--- src/rtl/core/cod_pkg.sv ---
// Shared constants and types for the colour outline dilation block.
`timescale 1ns / 1ps
package cod_pkg;

  localparam int MAX_WIDTH_DEF  = 1024;
  localparam int MAX_HEIGHT_DEF = 1024;
  localparam int MAX_RADIUS_DEF = 4;

  localparam int PIX_W     = 32;
  localparam int RADIUS_W  = 3;
  localparam int DIM_W     = 11;
  localparam int CFG_W     = 32;
  localparam int CFG_IDX_W = 3;

  localparam logic [CFG_IDX_W-1:0] REG_MATCH   = 3'd0;
  localparam logic [CFG_IDX_W-1:0] REG_OUTLINE = 3'd1;
  localparam logic [CFG_IDX_W-1:0] REG_RADIUS  = 3'd2;
  localparam logic [CFG_IDX_W-1:0] REG_WIDTH   = 3'd3;
  localparam logic [CFG_IDX_W-1:0] REG_HEIGHT  = 3'd4;

  localparam logic REQ_PIXEL = 1'b0;
  localparam logic REQ_FLUSH = 1'b1;

  localparam logic [PIX_W-1:0]    MATCH_RST   = 32'hFFFF_FFFF;
  localparam logic [PIX_W-1:0]    OUTLINE_RST = 32'hFFFF_0000;
  localparam logic [RADIUS_W-1:0] RADIUS_RST  = 3'd1;
  localparam logic [DIM_W-1:0]    DIM_RST     = 11'd1024;

  typedef struct packed {
    logic step;
    logic emit;
    logic last;
    logic real_pix;
    logic fbit;
  } cod_step_t;

endpackage

--- src/rtl/core/cod_seq.sv ---
// Position counters and step sequencing for the dilation pipeline.
`timescale 1ns / 1ps
module cod_seq
  import cod_pkg::*;
#(
  parameter int MAX_WIDTH  = MAX_WIDTH_DEF,
  parameter int MAX_HEIGHT = MAX_HEIGHT_DEF,
  parameter int MAX_RADIUS = MAX_RADIUS_DEF,
  localparam int CW  = $clog2(MAX_WIDTH),
  localparam int RW  = $clog2(MAX_HEIGHT + 2 * MAX_RADIUS + 1),
  localparam int HW  = $clog2(MAX_HEIGHT),
  localparam int WEW = $clog2(MAX_WIDTH + 1),
  localparam int HEW = $clog2(MAX_HEIGHT + 1),
  localparam int LW  = $clog2(MAX_RADIUS * MAX_WIDTH + MAX_RADIUS + 1),
  localparam int PD  = (MAX_RADIUS + 1) * MAX_WIDTH,
  localparam int PW  = $clog2(PD)
) (
  input  logic           clk,
  input  logic           rst_n,
  input  logic           restart_i,
  input  logic           adv_i,
  input  logic           in_valid_i,
  input  logic           req_type_i,
  input  logic [WEW-1:0] w_i,
  input  logic [HEW-1:0] h_i,
  input  logic [LW-1:0]  lag_i,
  output logic           in_ready_o,
  output cod_step_t      ctl_o,
  output logic [CW-1:0]  pcol_o,
  output logic [RW-1:0]  prow_o,
  output logic [PW-1:0]  wptr_o,
  output logic [PW-1:0]  rptr_o
);

  logic [CW-1:0] pcol_r, pcol_nxt;
  logic [RW-1:0] prow_r, prow_nxt;
  logic [CW-1:0] ocol_r, ocol_nxt;
  logic [HW-1:0] orow_r, orow_nxt;
  logic [LW-1:0] pre_r, pre_nxt;
  logic [PW-1:0] wptr_r, wptr_nxt;
  logic [PW-1:0] rptr_r, rptr_nxt;
  logic          owe_r, owe_nxt;
  logic          fbit_r, fbit_nxt;

  logic in_done, ready, accept, real_pix, step, at_lag, emit;
  logic col_end, row_last_in, last, ocol_end;

  always_comb begin
    in_done     = prow_r >= RW'(h_i);
    ready       = adv_i && !owe_r;
    accept      = in_valid_i && ready;
    real_pix    = accept && (req_type_i == REQ_PIXEL) && !in_done;
    step        = real_pix || (accept && in_done) || (adv_i && owe_r);
    at_lag      = pre_r == lag_i;
    emit        = step && at_lag;
    col_end     = pcol_r == CW'(w_i - 1'b1);
    row_last_in = prow_r == RW'(h_i - 1'b1);
    ocol_end    = ocol_r == CW'(w_i - 1'b1);
    last        = (orow_r == HW'(h_i - 1'b1)) && ocol_end;

    pcol_nxt = pcol_r;
    prow_nxt = prow_r;
    ocol_nxt = ocol_r;
    orow_nxt = orow_r;
    pre_nxt  = pre_r;
    wptr_nxt = wptr_r;
    rptr_nxt = rptr_r;
    owe_nxt  = owe_r;
    fbit_nxt = fbit_r;

    if (step) begin
      if (col_end) begin
        pcol_nxt = '0;
        prow_nxt = prow_r + 1'b1;
      end else begin
        pcol_nxt = pcol_r + 1'b1;
      end
      if (!at_lag) begin
        pre_nxt = pre_r + 1'b1;
      end
    end
    if (real_pix) begin
      wptr_nxt = (wptr_r == PW'(PD - 1)) ? '0 : wptr_r + 1'b1;
    end
    // frame complete before the pipeline has filled: run empty steps until the first result
    if (real_pix && col_end && row_last_in && !at_lag) begin
      owe_nxt = 1'b1;
    end
    if (emit) begin
      rptr_nxt = (rptr_r == PW'(PD - 1)) ? '0 : rptr_r + 1'b1;
      owe_nxt  = 1'b0;
      if (ocol_end) begin
        ocol_nxt = '0;
        orow_nxt = orow_r + 1'b1;
      end else begin
        ocol_nxt = ocol_r + 1'b1;
      end
    end
    if ((emit && last) || restart_i) begin
      pcol_nxt = '0;
      prow_nxt = '0;
      ocol_nxt = '0;
      orow_nxt = '0;
      pre_nxt  = '0;
      wptr_nxt = '0;
      rptr_nxt = '0;
      owe_nxt  = 1'b0;
      fbit_nxt = !fbit_r;
    end
  end

  always_ff @(posedge clk) begin
    if (!rst_n) begin
      pcol_r <= '0;
      prow_r <= '0;
      ocol_r <= '0;
      orow_r <= '0;
      pre_r  <= '0;
      wptr_r <= '0;
      rptr_r <= '0;
      owe_r  <= 1'b0;
      fbit_r <= 1'b0;
    end else begin
      pcol_r <= pcol_nxt;
      prow_r <= prow_nxt;
      ocol_r <= ocol_nxt;
      orow_r <= orow_nxt;
      pre_r  <= pre_nxt;
      wptr_r <= wptr_nxt;
      rptr_r <= rptr_nxt;
      owe_r  <= owe_nxt;
      fbit_r <= fbit_nxt;
    end
  end

  assign in_ready_o     = ready;
  assign ctl_o.step     = step;
  assign ctl_o.emit     = emit;
  assign ctl_o.last     = last;
  assign ctl_o.real_pix = real_pix;
  assign ctl_o.fbit     = fbit_r;
  assign pcol_o         = pcol_r;
  assign prow_o         = prow_r;
  assign wptr_o         = wptr_r;
  assign rptr_o         = rptr_r;

endmodule

--- config.mk ---
export PLATFORM = sky130hd
export DESIGN_NAME = cod_seq
export DESIGN_NICKNAME = d
export VERILOG_FILES = /design/src/rtl/core/cod_pkg.sv /design/src/rtl/core/cod_seq.sv
export SDC_FILE = /design/constraint.sdc
export NUM_CORES = 1
export LEC_CHECK = 0
export BUFFER_PORTS_ARGS = -buffer_cell sky130_fd_sc_hd__buf_2
export CAP_MARGIN = 10
export CORE_ASPECT_RATIO = 1.4
export CORE_MARGIN = 10
export CORE_UTILIZATION = 60
export CTS_CLUSTER_DIAMETER = 40
export DETAILED_ROUTE_END_ITERATION = 8
export HOLD_SLACK_MARGIN = 0.08
export PLACE_DENSITY = 0.84
export SLEW_MARGIN = 15
export SYNTH_ARGS = -nofsm -noshare
export SYNTH_HDL_FRONTEND = slang
export SYNTH_SLANG_ARGS = --single-unit
--- constraint.sdc ---
create_clock -name clk -period 4.9 [get_ports clk]
set_input_delay 0.49 -clock clk [delete_from_list [all_inputs] [get_ports clk]]
set_output_delay 0.49 -clock clk [all_outputs]
set_load 0.02 [all_outputs]
==> metrics <==
TritonCTS clock tree=yes; most prevalent standard cell on the critical path=sky130_fd_sc_hd__buf_2; slew at the pin closest to its max-slew limit=1.09 ns; input/output buffers=just over 90; cell accounting for the most synthesized area=sky130_fd_sc_hd__dfxtp_1; source-to-sink clock delay at the later pin of the worst-skew pair=0.35 ns; vias per cell=between 6 and 7; switching share of total power=between 20 and 30%; final critical-path share of the clock period=~75%; Internal=between 0.001 and 0.0015 W; final sum of negative setup slack=0 ns; Routed WL per cell=17.9 µm; WL final=between 15000 and 20000 µm; H-tree level count=3; cell chosen for the clock root=sky130_fd_sc_hd__clkbuf_16; Gates resized, CTS repair=0; total power consumption of the routed design=around 0.0015 W; main area contributors after synthesis=sky130_fd_sc_hd__dfxtp_1, sky130_fd_sc_hd__xnor2_1, sky130_fd_sc_hd__xor2_1; clock power share=43.8%; CP Max Fanout=8; number of antenna violations at the first check in global routing=0; max_slew headroom=between 20% and 30%; GRT overflow=0; time the worst path needs with I/O delays and setup=3.66 ns; via total after detailed routing=just under 6000; I/O Pins=94; Synth Cell Area=0.00599 mm²; Ant. Diodes=0; post-route ant nets=0; vias in the first global route=around 6000; largest net degree at the start of global routing=~70; critical path capture point type=primary output; final setup vio count=0; reported max-cap violation count=0; RSZ-0062 raised after global routing=false; Most used DFF post-synth=sky130_fd_sc_hd__dfxtp_1; total number of nets in the final design=866; layout cell share with drive strength beyond 1=16.3%; distinct cell type count after synthesis=71; relative contribution of sequential cells to total power=a little under half; critical path data arrival time=between 3 and 4 ns; data required time of the worst path=between 4 and 5 ns; number of remaining DRC errors=0; first-pass GRT wire length=28000 µm; number of enable flip-flop cells after synthesis=0; drt first-iter violations=roughly 370; CP max-delay cell=sky130_fd_sc_hd__nor3b_1; peak per-stage delay on the critical path=between 0.5 and 0.6 ns; worst IR drop on VDD=between 0.15 and 0.2 mV; die span in y=~140 µm; number of nets in the synthesized netlist=~800; sequential fraction of the synthesis area=approximately 27%; initial core utilization=60.8%; number of instances in the synthesized netlist=740; Clock Path Buffers=2; crit path kind=in -> out; Post-Syn Area per Cell=8.09 µm²; hold bufs inserted after CTS=0; net load switching power=approximately 0.0004 W; total leakage power=around 2.6 nW; post-CTS setup buffer count=0; Comb pwr share=10.9%; run status=finished clean; detailed-placement wirelength estimate=12500 µm; FF+latch count, synth=around 80; final setup skew=between 0.009 and 0.01 ns; startpoint type of the worst setup path=primary input; share of async-settable or async-resettable flops after synthesis=0%; total clock sinks=just over 80; clock slew at reported path FFs=roughly 0.070 ns; CP cell instances=buf_2 -> inv_1 -> ha_1 -> nor3b_1 -> buf_4 -> xnor2_1 -> mux2i_1 -> nor4_2 -> nand2_1 -> nor4bb_1 -> buf_2; area of the die=0.0144 mm²; layout-stage area growth over the synthesis result=12.8%; worst min-delay path category=in -> reg; number of slew-limit violations in the final report=0; YS warnings=0; number of iterations in the first detailed-routing pass=5; area of the core=0.00985 mm²; global placer's final weighted congestion=0.976; clock buffers created by TritonCTS=9; Power Density=about 220 mW/mm²; overall routing resource usage=about 23%; hold violation total from the final report=0; die boundary width=104 µm; Max Clock Freq=0.273 GHz; share of Yosys cell area claimed by the top area cell type=between 20% and 30%; row cnt=between 40 and 50
-- cell usage in the layout (no fill, tap or decap), types with 6 or more instances in the layout --
cell type / netlist / routed
sky130_fd_sc_hd__nand3b_1: 6 / 6
sky130_fd_sc_hd__nand2b_1: 6 / 6
sky130_fd_sc_hd__a211oi_1: 6 / 6
sky130_fd_sc_hd__xor2_1: 40 / 40
sky130_fd_sc_hd__and2_1: 10 / 10
sky130_fd_sc_hd__clkbuf_16: 0 / 9
sky130_fd_sc_hd__xnor3_1: 6 / 6
sky130_fd_sc_hd__nor2_1: 59 / 59
sky130_fd_sc_hd__nand3_1: 31 / 31
sky130_fd_sc_hd__a21oi_1: 37 / 37
sky130_fd_sc_hd__nand4_1: 39 / 39
sky130_fd_sc_hd__o21ai_0: 25 / 24
sky130_fd_sc_hd__xnor2_1: 55 / 55
sky130_fd_sc_hd__or3_1: 17 / 17
sky130_fd_sc_hd__buf_4: 5 / 7
sky130_fd_sc_hd__mux2i_1: 9 / 9
sky130_fd_sc_hd__o31ai_1: 11 / 11
sky130_fd_sc_hd__ha_1: 20 / 20
sky130_fd_sc_hd__nand2_1: 44 / 44
sky130_fd_sc_hd__nor4_1: 21 / 21
sky130_fd_sc_hd__buf_2: 12 / 92
sky130_fd_sc_hd__and3_1: 17 / 17
sky130_fd_sc_hd__inv_1: 26 / 26
sky130_fd_sc_hd__nor2b_1: 8 / 8
sky130_fd_sc_hd__or4_1: 16 / 16
sky130_fd_sc_hd__dfxtp_1: 82 / 82
sky130_fd_sc_hd__nor3_1: 29 / 29
sky130_fd_sc_hd__and4_1: 9 / 9
-- stage by stage --
stage | hold slack (ns) | instance area [µm²] | util [%] | setup slack, ns | instances
6_report | 0.472 | 6750 | 68.6 | 1.24 | 945
5_1_grt | 0.494 | 6750 | 68.6 | 1.06 | 945
4_1_cts | 0.465 | 6750 | 68.6 | 1.28 | 945
3_5_place_dp | 0.488 | 6480 | 65.8 | 1.26 | 929
3_3_place_gp | 0.467 | 6480 | 65.8 | 1.36 | 929
2_1_floorplan | 0.452 | 5990 | - | 1.53 | 740
-- final cells by class --
class / count / area, µm²
Clock buffer: 10 / 229
Tap cell: 135 / 169
Sequential cell: 82 / 1640
Timing Repair Buffer: 100 / 533
Clock inverter: 6 / 48.8
Multi-Input combinational cell: 585 / 4030
Inverter: 27 / 101
Fill cell: 870 / 3090
-- worst paths after layout --
path / slack (ns) / cells after the start / start / end
setup reg to reg: 1.62 / 11 / prow_o[2] / ocol_r[8]
hold reg to reg: 0.50 / 2 / orow_r[9] / orow_r[9]
setup / recovery: 1.24 / 11 / w_i[0] / ctl_o[2]
hold / removal: 0.47 / 3 / rst_n / fbit_r
-- power by group through the flow --
stage	Sequential, W	Combinational, W	Clock [W]
global route	0.000670	0.000175	0.000679
detailed placement	0.000685	0.000158	0
finish	0.000670	0.000162	0.000648
CTS	0.000670	0.000160	0.000656
floorplan	0.000685	0.000109	0
global placement	0.000685	0.000153	0
-- kinds of logic (layout without fill, tap and decap cells) --
group / count (synthesis) / after routing / synth area share, %
muxes: 9 / 9 / 1.51
DFF: 82 / 82 / 27.4
and+or+nand+nor: 338 / 338 / 32.0
adders and majority gates: 20 / 20 / 4.18
buffers and inverters: 73 / 143 / 5.52
AOI/OAI and AO/OA: 117 / 117 / 13.2
xor gates and xnor gates: 101 / 101 / 16.2
-- worst max-delay path, delay by kind of cell --
family                     cells  cell delay, ns
adders and majority gates      1            0.19
and+or+nand+nor                4            1.48
buffers and inverters          4            0.76
muxes                          1            0.11
xor gates and xnor gates       1            0.15
-- routing by layer --
metal	share of wire (%)	wire length [µm]	GRT usage, %	vias up
li1	-	-	-	2830
met1	40	6740	25.8	2855
met2	51	8570	39.1	234
met3	5.9	997	4.09	43
met4	3.4	571	12.0	0
met5	0	0	0	-
-- Yosys cell counts, types with 16 or more instances --
cell / number
sky130_fd_sc_hd__nor2_1: 59
sky130_fd_sc_hd__or3_1: 17
sky130_fd_sc_hd__nor3_1: 29
sky130_fd_sc_hd__dfxtp_1: 82
sky130_fd_sc_hd__xor2_1: 40
sky130_fd_sc_hd__and3_1: 17
sky130_fd_sc_hd__nand2_1: 44
sky130_fd_sc_hd__nand3_1: 31
sky130_fd_sc_hd__xnor2_1: 55
sky130_fd_sc_hd__ha_1: 20
sky130_fd_sc_hd__nor4_1: 21
sky130_fd_sc_hd__nand4_1: 39
sky130_fd_sc_hd__inv_1: 26
sky130_fd_sc_hd__o21ai_0: 25
sky130_fd_sc_hd__a21oi_1: 37
sky130_fd_sc_hd__clkbuf_1: 24
sky130_fd_sc_hd__or4_1: 16
-- registers in the layout, indices dropped and copies added, names as in the netlist --
signal / flops
prow_o: 11
orow_r: 10
pre_r: 13
rptr_o: 13
ocol_r: 10
wptr_o: 13
pcol_o: 10
fbit_r: 1
owe_r: 1
Power figures use the tool's default switching activity.
