===== config.mk =====
export PLATFORM = sky130hd
export DESIGN_NAME = cod_cell
export DESIGN_NICKNAME = d
export VERILOG_FILES = /design/src/rtl/core/cod_pkg.sv /design/src/rtl/core/cod_cell.sv
export SDC_FILE = /design/constraint.sdc
export NUM_CORES = 1
export LEC_CHECK = 0
export ABC_AREA = 1
export BUFFER_PORTS_ARGS = -buffer_cell sky130_fd_sc_hd__buf_2
export CAP_MARGIN = 20
export CORE_ASPECT_RATIO = 0.9
export CORE_MARGIN = 2
export CORE_UTILIZATION = 39
export DETAILED_ROUTE_END_ITERATION = 12
export GPL_TIMING_DRIVEN = 0
export PLACE_DENSITY = 0.77
export RECOVER_POWER = 100
export SETUP_SLACK_MARGIN = 0.2
export SYNTH_ARGS = -nofsm -noshare
export SYNTH_HDL_FRONTEND = slang
export SYNTH_SLANG_ARGS = --single-unit

===== constraint.sdc =====
create_clock -name clk -period 0.95 [get_ports clk]
set_input_delay 0.095 -clock clk [delete_from_list [all_inputs] [get_ports clk]]
set_output_delay 0.095 -clock clk [all_outputs]
set_load 0.1 [all_outputs]

===== src/rtl/core/cod_pkg.sv =====
// Shared constants and types for the colour outline dilation block.
`timescale 1ns / 1ps
package cod_pkg;

  localparam int MAX_WIDTH_DEF  = 1024;
  localparam int MAX_HEIGHT_DEF = 1024;
  localparam int MAX_RADIUS_DEF = 4;

  localparam int PIX_W     = 32;
  localparam int RADIUS_W  = 3;
  localparam int DIM_W     = 11;
  localparam int CFG_W     = 32;
  localparam int CFG_IDX_W = 3;

  localparam logic [CFG_IDX_W-1:0] REG_MATCH   = 3'd0;
  localparam logic [CFG_IDX_W-1:0] REG_OUTLINE = 3'd1;
  localparam logic [CFG_IDX_W-1:0] REG_RADIUS  = 3'd2;
  localparam logic [CFG_IDX_W-1:0] REG_WIDTH   = 3'd3;
  localparam logic [CFG_IDX_W-1:0] REG_HEIGHT  = 3'd4;

  localparam logic REQ_PIXEL = 1'b0;
  localparam logic REQ_FLUSH = 1'b1;

  localparam logic [PIX_W-1:0]    MATCH_RST   = 32'hFFFF_FFFF;
  localparam logic [PIX_W-1:0]    OUTLINE_RST = 32'hFFFF_0000;
  localparam logic [RADIUS_W-1:0] RADIUS_RST  = 3'd1;
  localparam logic [DIM_W-1:0]    DIM_RST     = 11'd1024;

  typedef struct packed {
    logic step;
    logic emit;
    logic last;
    logic real_pix;
    logic fbit;
  } cod_step_t;

endpackage


===== src/rtl/core/cod_cell.sv =====
// One cell of the horizontal window chain.
`timescale 1ns / 1ps
module cod_cell
  import cod_pkg::*;
#(
  parameter int RW = $clog2(MAX_HEIGHT_DEF + 2 * MAX_RADIUS_DEF + 1)
) (
  input  logic          clk,
  input  logic          rst_n,
  input  logic          clr_i,
  input  logic          en_i,
  input  logic          d_valid_i,
  input  logic          d_vor_i,
  input  logic          d_fbit_i,
  input  logic [RW-1:0] d_row_i,
  output logic          q_valid_o,
  output logic          q_vor_o,
  output logic          q_fbit_o,
  output logic [RW-1:0] q_row_o,
  input  logic [RW-1:0] ctr_row_i,
  input  logic          ctr_fbit_i,
  input  logic          win_i,
  output logic          hit_o
);

  logic          valid_r;
  logic          vor_r;
  logic          fbit_r;
  logic [RW-1:0] row_r;

  always_ff @(posedge clk) begin
    if (!rst_n || clr_i) begin
      valid_r <= 1'b0;
    end else if (en_i) begin
      valid_r <= d_valid_i;
    end
  end

  always_ff @(posedge clk) begin
    if (en_i) begin
      vor_r  <= d_vor_i;
      fbit_r <= d_fbit_i;
      row_r  <= d_row_i;
    end
  end

  assign q_valid_o = valid_r;
  assign q_vor_o   = vor_r;
  assign q_fbit_o  = fbit_r;
  assign q_row_o   = row_r;

  // same line of the same frame, inside the window
  assign hit_o = win_i && valid_r && vor_r && (fbit_r == ctr_fbit_i) && (row_r == ctr_row_i);

endmodule


==> run summary, run 1 <==
### Detailed routing
- first-pass iteration count of the detailed router: 3
- post-DR wirelength/cell: 12.4 um
- post-route antenna net violation count: 0
- via density per instance: 4.34
- residual DRC count: 0
- Via Count: 672
- DRC violation total after the first TritonRoute iteration: 6
- routed wire length: 1920 um

### GRT
- global-route wire length before repair: 2640 um
- antenna violations before repair: 0
- vias in the first global route: 663
- total routing resource utilization after global routing: 19.9%
- total grt overflow: 0
- largest net degree at the start of global routing: 15

### Layout
- Reg area: 414 um2
- commonest non-fill, non-tap cells in the layout: buf_2, nand2_1, dlygate4sd3_1, inv_1, edfxtp_1
- count of fill cells added during filler insertion: 93
- Diodes inserted: 0
- combined area of the multi-input logic cells: 215 um2
- Area Overhead vs Synth: 93.0%
- utilization after layout: 83.1%
- fraction of layout instances using a drive strength above 1: 44.4%
- most frequent standard cell in the layout excluding fill and tap cells: buf_2
- final net count: 165

### CTS
- clk sink count: 14
- Clock Latency Late Sink: 0.27 ns
- clock root cell: clkbuf_4
- Clock Pin Slew Worst Setup and Hold Paths: 0.08 ns
- number of levels the H-tree was split into: 1
- total CTS buffers: 3
- worst-case clock buffer depth: 2
- CTS tree: built

### Floorplan
- area enclosed by the die boundary: 0.00199 mm2
- initial core utilization: 43.1%
- total I/O pin count: 46
- Die Wd: 46.8 um
- Std-Cell Rows: 13
- y dimension of the die: 42.6 um
- area of the core: 0.00150 mm2

### Worst setup path
- worst path required time: 0.85 ns
- delay contributed by the slowest stage of the critical path: 0.44 ns
- crit path cell chain: nor2_1 -> nor2_1 -> nor2_1 -> nand3_2 -> nor2_4 -> buf_12
- slowest stage cell on the critical path: edfxtp_1
- signal arrival time at the worst endpoint: 1.46 ns
- delay-heaviest family, CP: simple AND/OR/NAND/NOR gates
- crit path max fanout: 3
- most used cell, CP: nor2_1
- Worst Path Buf+Inv: 1
- Worst setup EP type: output pin
- Startpoint Class: flip-flop
- type of the worst setup path: reg -> out

### Logic synthesis
- post-synth cell types: 11
- top cell type's share of synthesized area: 60.6%
- average cell area after synthesis: 9.62 um2
- post-synthesis cell area: 644 um2
- flop and latch count out of synthesis: 14
- cells after synthesis: 67
- sequential fraction of the synthesis area: 63.7%
- library cell with the largest summed area after synthesis: edfxtp_1
- number of warnings printed during yosys synthesis: 0
- top post-synthesis cells by area: edfxtp_1, nand2_1, inv_1
- Post-Syn Nets: 98

### Place
- Place WS: -0.506 ns
- hpwl dp: 1070 um
- gp weighted congestion: 0.777
- number of buffers inserted by port buffering: 45

### STA
- worst setup margin: -0.603 ns
- shortest clock period the worst path allows after layout: 1.55 ns
- Final period util: 163%
- Slew Limit Headroom: 47.8%
- number of slew-limit violations in the final report: 0
- actual slew at the worst max-slew pin: 0.783 ns
- RSZ-0062 raised after global routing: yes
- setup violation total in the final timing report: 14
- total count of hold-check failures in the final report: 0
- worst clock skew: 0 ns
- timing-limited maximum frequency: 644 MHz

### Power and ir drop
- static leakage: 0.601 nW
- power per cell area: 1430 mW/mm2
- largest voltage drop on the vdd net: 913 uV

### Outcome
- failing checks: negative setup slack
- outcome: finished, violations left

### Flow run
- Max Cap Viol: 0

### Hold path
- Hold Path Class: in -> reg

## area by class of cell
cell class,instances,area share (%)
well taps,22,2.21
multi-input cells,40,17.3
clock inverters,1,0.302
repair buffers,62,41.1
flip-flops and latches,14,33.3
inverters,13,3.92
clock buffers,3,1.81
## per-layer routing
metal | up-vias | part of all wire (%) | global-route usage (%)
met1 | 295 | 33 | 17.4
met3 | 2 | 8.2 | 10.8
met2 | 34 | 58 | 37.8
met4 | 0 | 1.2 | 3.89
met5 | - | 0 | 0
li1 | 341 | - | -
## what timing repair did
| item | 4_1_cts | 5_1_grt |
|---|---|---|
| hold endpoints to repair | 14 | 0 |
| setup endpoints to repair | 15 | 16 |
| hold buffers | 14 | 0 |
| pin swaps | 4 | 1 |
| setup buffers | 2 | 1 |
| resized for setup | 35 | 6 |
## worst min-delay path, delay by kind of cell
kind	cells	cell delay (ns)
AND/OR/NAND/NOR	1	0.06
buffers and inverters	2	0.19
## sequential cells by signal, indices dropped and copies added (netlist names)
signal     cells
q_vor_o        1
q_valid_o      1
q_fbit_o       1
q_row_o       11
## report_power, final
part,internal [mW],switching (mW)
Combinational,0.227,0.458
Clock,0.152,0.175
Sequential,0.726,0.0368
## worst paths after layout
| path | startpoint | to | slack, ns | cells after the start |
|---|---|---|---|---|
| max | q_row_o[1] | hit_o | -0.60 | 6 |
| min | rst_n | q_valid_o | 0.11 | 3 |
| max reg2reg | q_valid_o | q_valid_o | 0.22 | 2 |
| min reg2reg | q_valid_o | q_valid_o | 0.64 | 2 |
## stage by stage
stage	instance area (um2)	instances	TNS (ns)	hold WS, ns	power [mW]
after global routing	1240	155	-2.60	0.0934	1.85
after floorplan	661	67	-2.01	0.163	1.17
after global placement	913	134	-0.452	0.248	1.29
after CTS	1210	154	-1.93	0.0196	1.75
final	1240	155	-1.96	0.110	1.77
after detailed placement	913	134	-0.506	0.258	1.30
## logic make-up after synthesis
| group | count (synthesis) | synth area share, % |
|---|---|---|
| AND/OR/NAND/NOR | 32 | 20.0 |
| buffers and inverters | 13 | 7.57 |
| flip-flops | 14 | 63.7 |
| XOR/XNOR | 3 | 4.08 |
| AO/OA/AOI/OAI | 4 | 3.11 |
| multiplexers | 1 | 1.55 |
## synthesized netlist by cell type (all sizes together)
master and instances:
inv 13, nand2 15, nor2 14, edfxtp 13, nor3 1, mux2i 1, dfxtp 1, nand3 2
xor2 3, o21ai 4
Note: power is estimated with default switching activity, not from simulation.
==> run 2: changes to the inputs <==
--- a/config.mk
+++ b/config.mk
@@ -5,15 +5,14 @@
 export SDC_FILE = /design/constraint.sdc
 export NUM_CORES = 1
 export LEC_CHECK = 0
-export ABC_AREA = 1
 export BUFFER_PORTS_ARGS = -buffer_cell sky130_fd_sc_hd__buf_2
 export CAP_MARGIN = 20
 export CORE_ASPECT_RATIO = 0.9
 export CORE_MARGIN = 2
-export CORE_UTILIZATION = 39
+export CORE_UTILIZATION = 36
 export DETAILED_ROUTE_END_ITERATION = 12
 export GPL_TIMING_DRIVEN = 0
-export PLACE_DENSITY = 0.77
+export PLACE_DENSITY = 0.86
 export RECOVER_POWER = 100
 export SETUP_SLACK_MARGIN = 0.2
 export SYNTH_ARGS = -nofsm -noshare
==> run summary, run 2 <==
### Power and ir drop
- switching power: 691 uW, was 670 uW
- Clk network pwr share: 20.6%, was 18.5%
- Comb power frac: 37.6%, was 38.6%
- internal power contribution: 1.14 mW, was 1.10 mW
- PnR Total Power: 1.83 mW, was 1.77 mW
- largest voltage drop on the vdd net: 1220 uV, was 913 uV
- power per cell area: 1570 mW/mm2, was 1430 mW/mm2
- Reg power frac: 41.8%, was 43.0%
- static leakage: 0.504 nW, was 0.601 nW
- Net Sw Frac: 37.7%, about the same

### Logic synthesis
- cell with the most instances after synthesis: edfxtp_1, was nand2_1
- cells after synthesis: 33, was 67
- Adder-Cell Fraction of Synth Area: 0%, unchanged
- number of warnings printed during yosys synthesis: 0, unchanged
- library cell with the largest summed area after synthesis: edfxtp_1, unchanged
- Synth Area in Compound Gates: 0%, was 3.11%
- synthesized-area fraction occupied by and/or/nand/nor cells: 7.69%, was 20.0%
- top post-synthesis cells by area: edfxtp_1, xnor2_1, dfxtp_1, was edfxtp_1, nand2_1, inv_1
- sequential fraction of the synthesis area: 72.1%, was 63.7%
- Post-Syn Nets: 64, was 98
- Post-Synth XOR/XNOR Area: 18.5%, was 4.08%
- count of flip-flops with a built-in enable after synthesis: 13, unchanged
- predominant post-synthesis flop cell: edfxtp_1, unchanged
- flop and latch count out of synthesis: 14, unchanged
- leading cell types by count after synthesis: edfxtp_1, xnor2_1, nand4_1, was nand2_1, edfxtp_1, inv_1
- share of async-settable or async-resettable flops after synthesis: 0%, unchanged
- post-synthesis cell area: 569 um2, was 644 um2
- post-synth cell types: 8, was 11
- post-synthesis mux area share: 1.76%, was 1.55%
- largest family of logic cells by synthesized area: XOR/XNOR gates, was simple AND/OR/NAND/NOR gates
- average cell area after synthesis: 17.3 um2, was 9.62 um2
- top cell type's share of synthesized area: 68.6%, was 60.6%

### Hold path
- startpoint of the lowest-slack hold path: rst_n, unchanged
- Hold Path Class: in -> reg, unchanged
- Hold EP: q_valid_o, unchanged
- Min-Delay Path Depth: 2, was 3

### Worst setup path
- Startpoint Class: flip-flop, unchanged
- Reg2Reg Depth: 2, unchanged
- signal arrival time at the worst endpoint: 1.63 ns, was 1.46 ns
- r2r startpoint: q_valid_o, unchanged
- worst path required time: 0.85 ns, about the same
- type of the worst setup path: reg -> out, unchanged
- Worst setup EP type: output pin, unchanged
- worst reg2reg setup slack: 0.23 ns, was 0.22 ns
- critical register-to-register path endpoint: q_valid_o, unchanged
- crit path cell chain: xnor2_1 -> nand4_1 -> nor4_4 -> buf_6, was nor2_1 -> nor2_1 -> nor2_1 -> nand3_2 -> nor2_4 -> buf_12
- delay contributed by the slowest stage of the critical path: 0.44 ns, about the same
- crit path max fanout: 2, was 3
- slowest stage cell on the critical path: edfxtp_1, unchanged

### Detailed routing
- Via Count: 539, was 672
- residual DRC count: 0, unchanged
- routed wire length: 1750 um, was 1920 um
- DRC violation total after the first TritonRoute iteration: 10, was 6
- post-route antenna net violation count: 0, unchanged
- post-DR wirelength/cell: 15.2 um, was 12.4 um
- first-pass iteration count of the detailed router: 4, was 3
- via density per instance: 4.69, was 4.34

### Floorplan
- total I/O pin count: 46, unchanged
- area enclosed by the die boundary: 0.00192 mm2, was 0.00199 mm2
- Die Wd: 45.9 um, was 46.8 um
- Std-Cell Rows: 13, unchanged
- area of the core: 0.00146 mm2, was 0.00150 mm2
- y dimension of the die: 41.7 um, was 42.6 um
- initial core utilization: 38.9%, was 43.1%

### Place
- cell total after placement: 93, was 134
- Place WS: -0.626 ns, was -0.506 ns
- gp weighted congestion: 0.624, was 0.777
- number of buffers inserted by port buffering: 45, unchanged

### CTS
- Clock Latency Late Sink: 0.29 ns, was 0.27 ns
- total CTS buffers: 3, unchanged
- clock root cell: clkbuf_4, unchanged
- worst-case clock buffer depth: 2, unchanged
- number of levels the H-tree was split into: 1, unchanged
- clk sink count: 14, unchanged
- CTS tree: built, unchanged
- Clock Pin Slew Worst Setup and Hold Paths: 0.09 ns, was 0.08 ns

### GRT
- largest net degree at the start of global routing: 15, unchanged
- global-route wire length before repair: 2480 um, was 2640 um
- vias in the first global route: 566, was 663
- total routing resource utilization after global routing: 18.9%, was 19.9%
- antenna violations before repair: 0, unchanged
- total grt overflow: 0, unchanged

### STA
- worst setup margin: -0.780 ns, was -0.603 ns
- number of slew-limit violations in the final report: 0, unchanged
- actual slew at the worst max-slew pin: 0.773 ns, was 0.783 ns
- Final period util: 182%, was 163%
- shortest clock period the worst path allows after layout: 1.73 ns, was 1.55 ns
- setup violation total in the final timing report: 15, was 14
- worst hold slack: 0.0612 ns, was 0.110 ns
- RSZ-0062 raised after global routing: yes, unchanged
- timing-limited maximum frequency: 578 MHz, was 644 MHz
- Slew Limit Headroom: 48.4%, was 47.8%
- worst clock skew: 0 ns, unchanged
- total count of hold-check failures in the final report: 0, unchanged

### Layout
- fraction of layout instances using a drive strength above 1: 54.0%, was 44.4%
- commonest non-fill, non-tap cells in the layout: buf_2, dlygate4sd3_1, edfxtp_1, buf_6, xnor2_1, was buf_2, nand2_1, dlygate4sd3_1, inv_1, edfxtp_1
- Diodes inserted: 0, unchanged
- max FFs per register: 11, unchanged
- Area Overhead vs Synth: 105%, was 93.0%
- most frequent standard cell in the layout excluding fill and tap cells: buf_2, unchanged
- utilization after layout: 79.7%, was 83.1%
- number of standard cells in the layout, taps in and fillers out: 115, was 155
- final net count: 132, was 165
- count of fill cells added during filler insertion: 82, was 93

### Flow run
- Max Cap Viol: 0, unchanged

### Outcome
- outcome: finished, violations left, unchanged
- failing checks: negative setup slack, unchanged

-- run 2: repair_timing --
item,in CTS,in global routing
gates resized for setup,30,13
buffers inserted,0,4
pin swaps,3,3
hold buffers,14,0
hold endpoints to repair,14,0
endpoints found under the setup margin,15,16
cloned,0,0
-- run 2: power by group through the flow --
stage          registers [mW]  clock network [mW]  logic [mW]
2_1_floorplan            1.10                   0      0.0683
3_3_place_gp            0.764                   0       0.522
3_5_place_dp            0.765                   0       0.526
4_1_cts                 0.763               0.361       0.624
5_1_grt                 0.770               0.418       0.709
6_report                0.766               0.377       0.690
-- run 2: cell type report --
| cell class | count | area [um2] | share of cell area [%] |
|---|---|---|---|
| Multi-Input combinational cell | 19 | 183 | 15.6 |
| Sequential cell | 14 | 414 | 35.5 |
| Tap cell | 15 | 18.8 | 1.61 |
| Timing Repair Buffer | 63 | 526 | 45.0 |
| Clock buffer | 4 | 26.3 | 2.25 |
-- run 2: routing by layer --
layer / GRT usage [%] / part of all wire [%] / vias up
li1: - / - / 257
met1: 19.7 / 36 / 244
met2: 33.9 / 54 / 36
met3: 7.39 / 9.5 / 2
met4: 5.14 / 0.91 / 0
met5: 0 / 0 / -
-- run 2: stage by stage --
stage          cell area [um2]  setup TNS [ns]
4_1_cts                   1090           -1.71
3_3_place_gp               826          -0.626
3_5_place_dp               826          -0.626
6_report                  1170           -2.27
2_1_floorplan              582           -2.55
5_1_grt                   1170           -2.79
-- run 2: kinds of logic (layout without fill, tap and decap cells) --
kind of cell	Yosys count	in the layout
DFF	14	14
muxes	1	1
buffers and inverters	0	67
and+or+nand+nor	6	6
xor gates and xnor gates	12	12
-- run 2: critical path, delay by kind of cell (launching register included) --
| kind | cells | cell delay [ns] |
|---|---|---|
| simple gates | 2 | 0.46 |
| buf+inv | 1 | 0.26 |
| flops | 1 | 0.44 |
| xor+xnor | 1 | 0.18 |
-- run 2: worst max-delay path by stage --
stage	from	end	cells past startpoint
floorplan	q_row_o[4]	hit_o	3
global placement	q_row_o[9]	hit_o	4
detailed placement	q_row_o[9]	hit_o	4
CTS	q_row_o[5]	hit_o	4
global route	q_row_o[0]	hit_o	4
finish	q_row_o[0]	hit_o	4
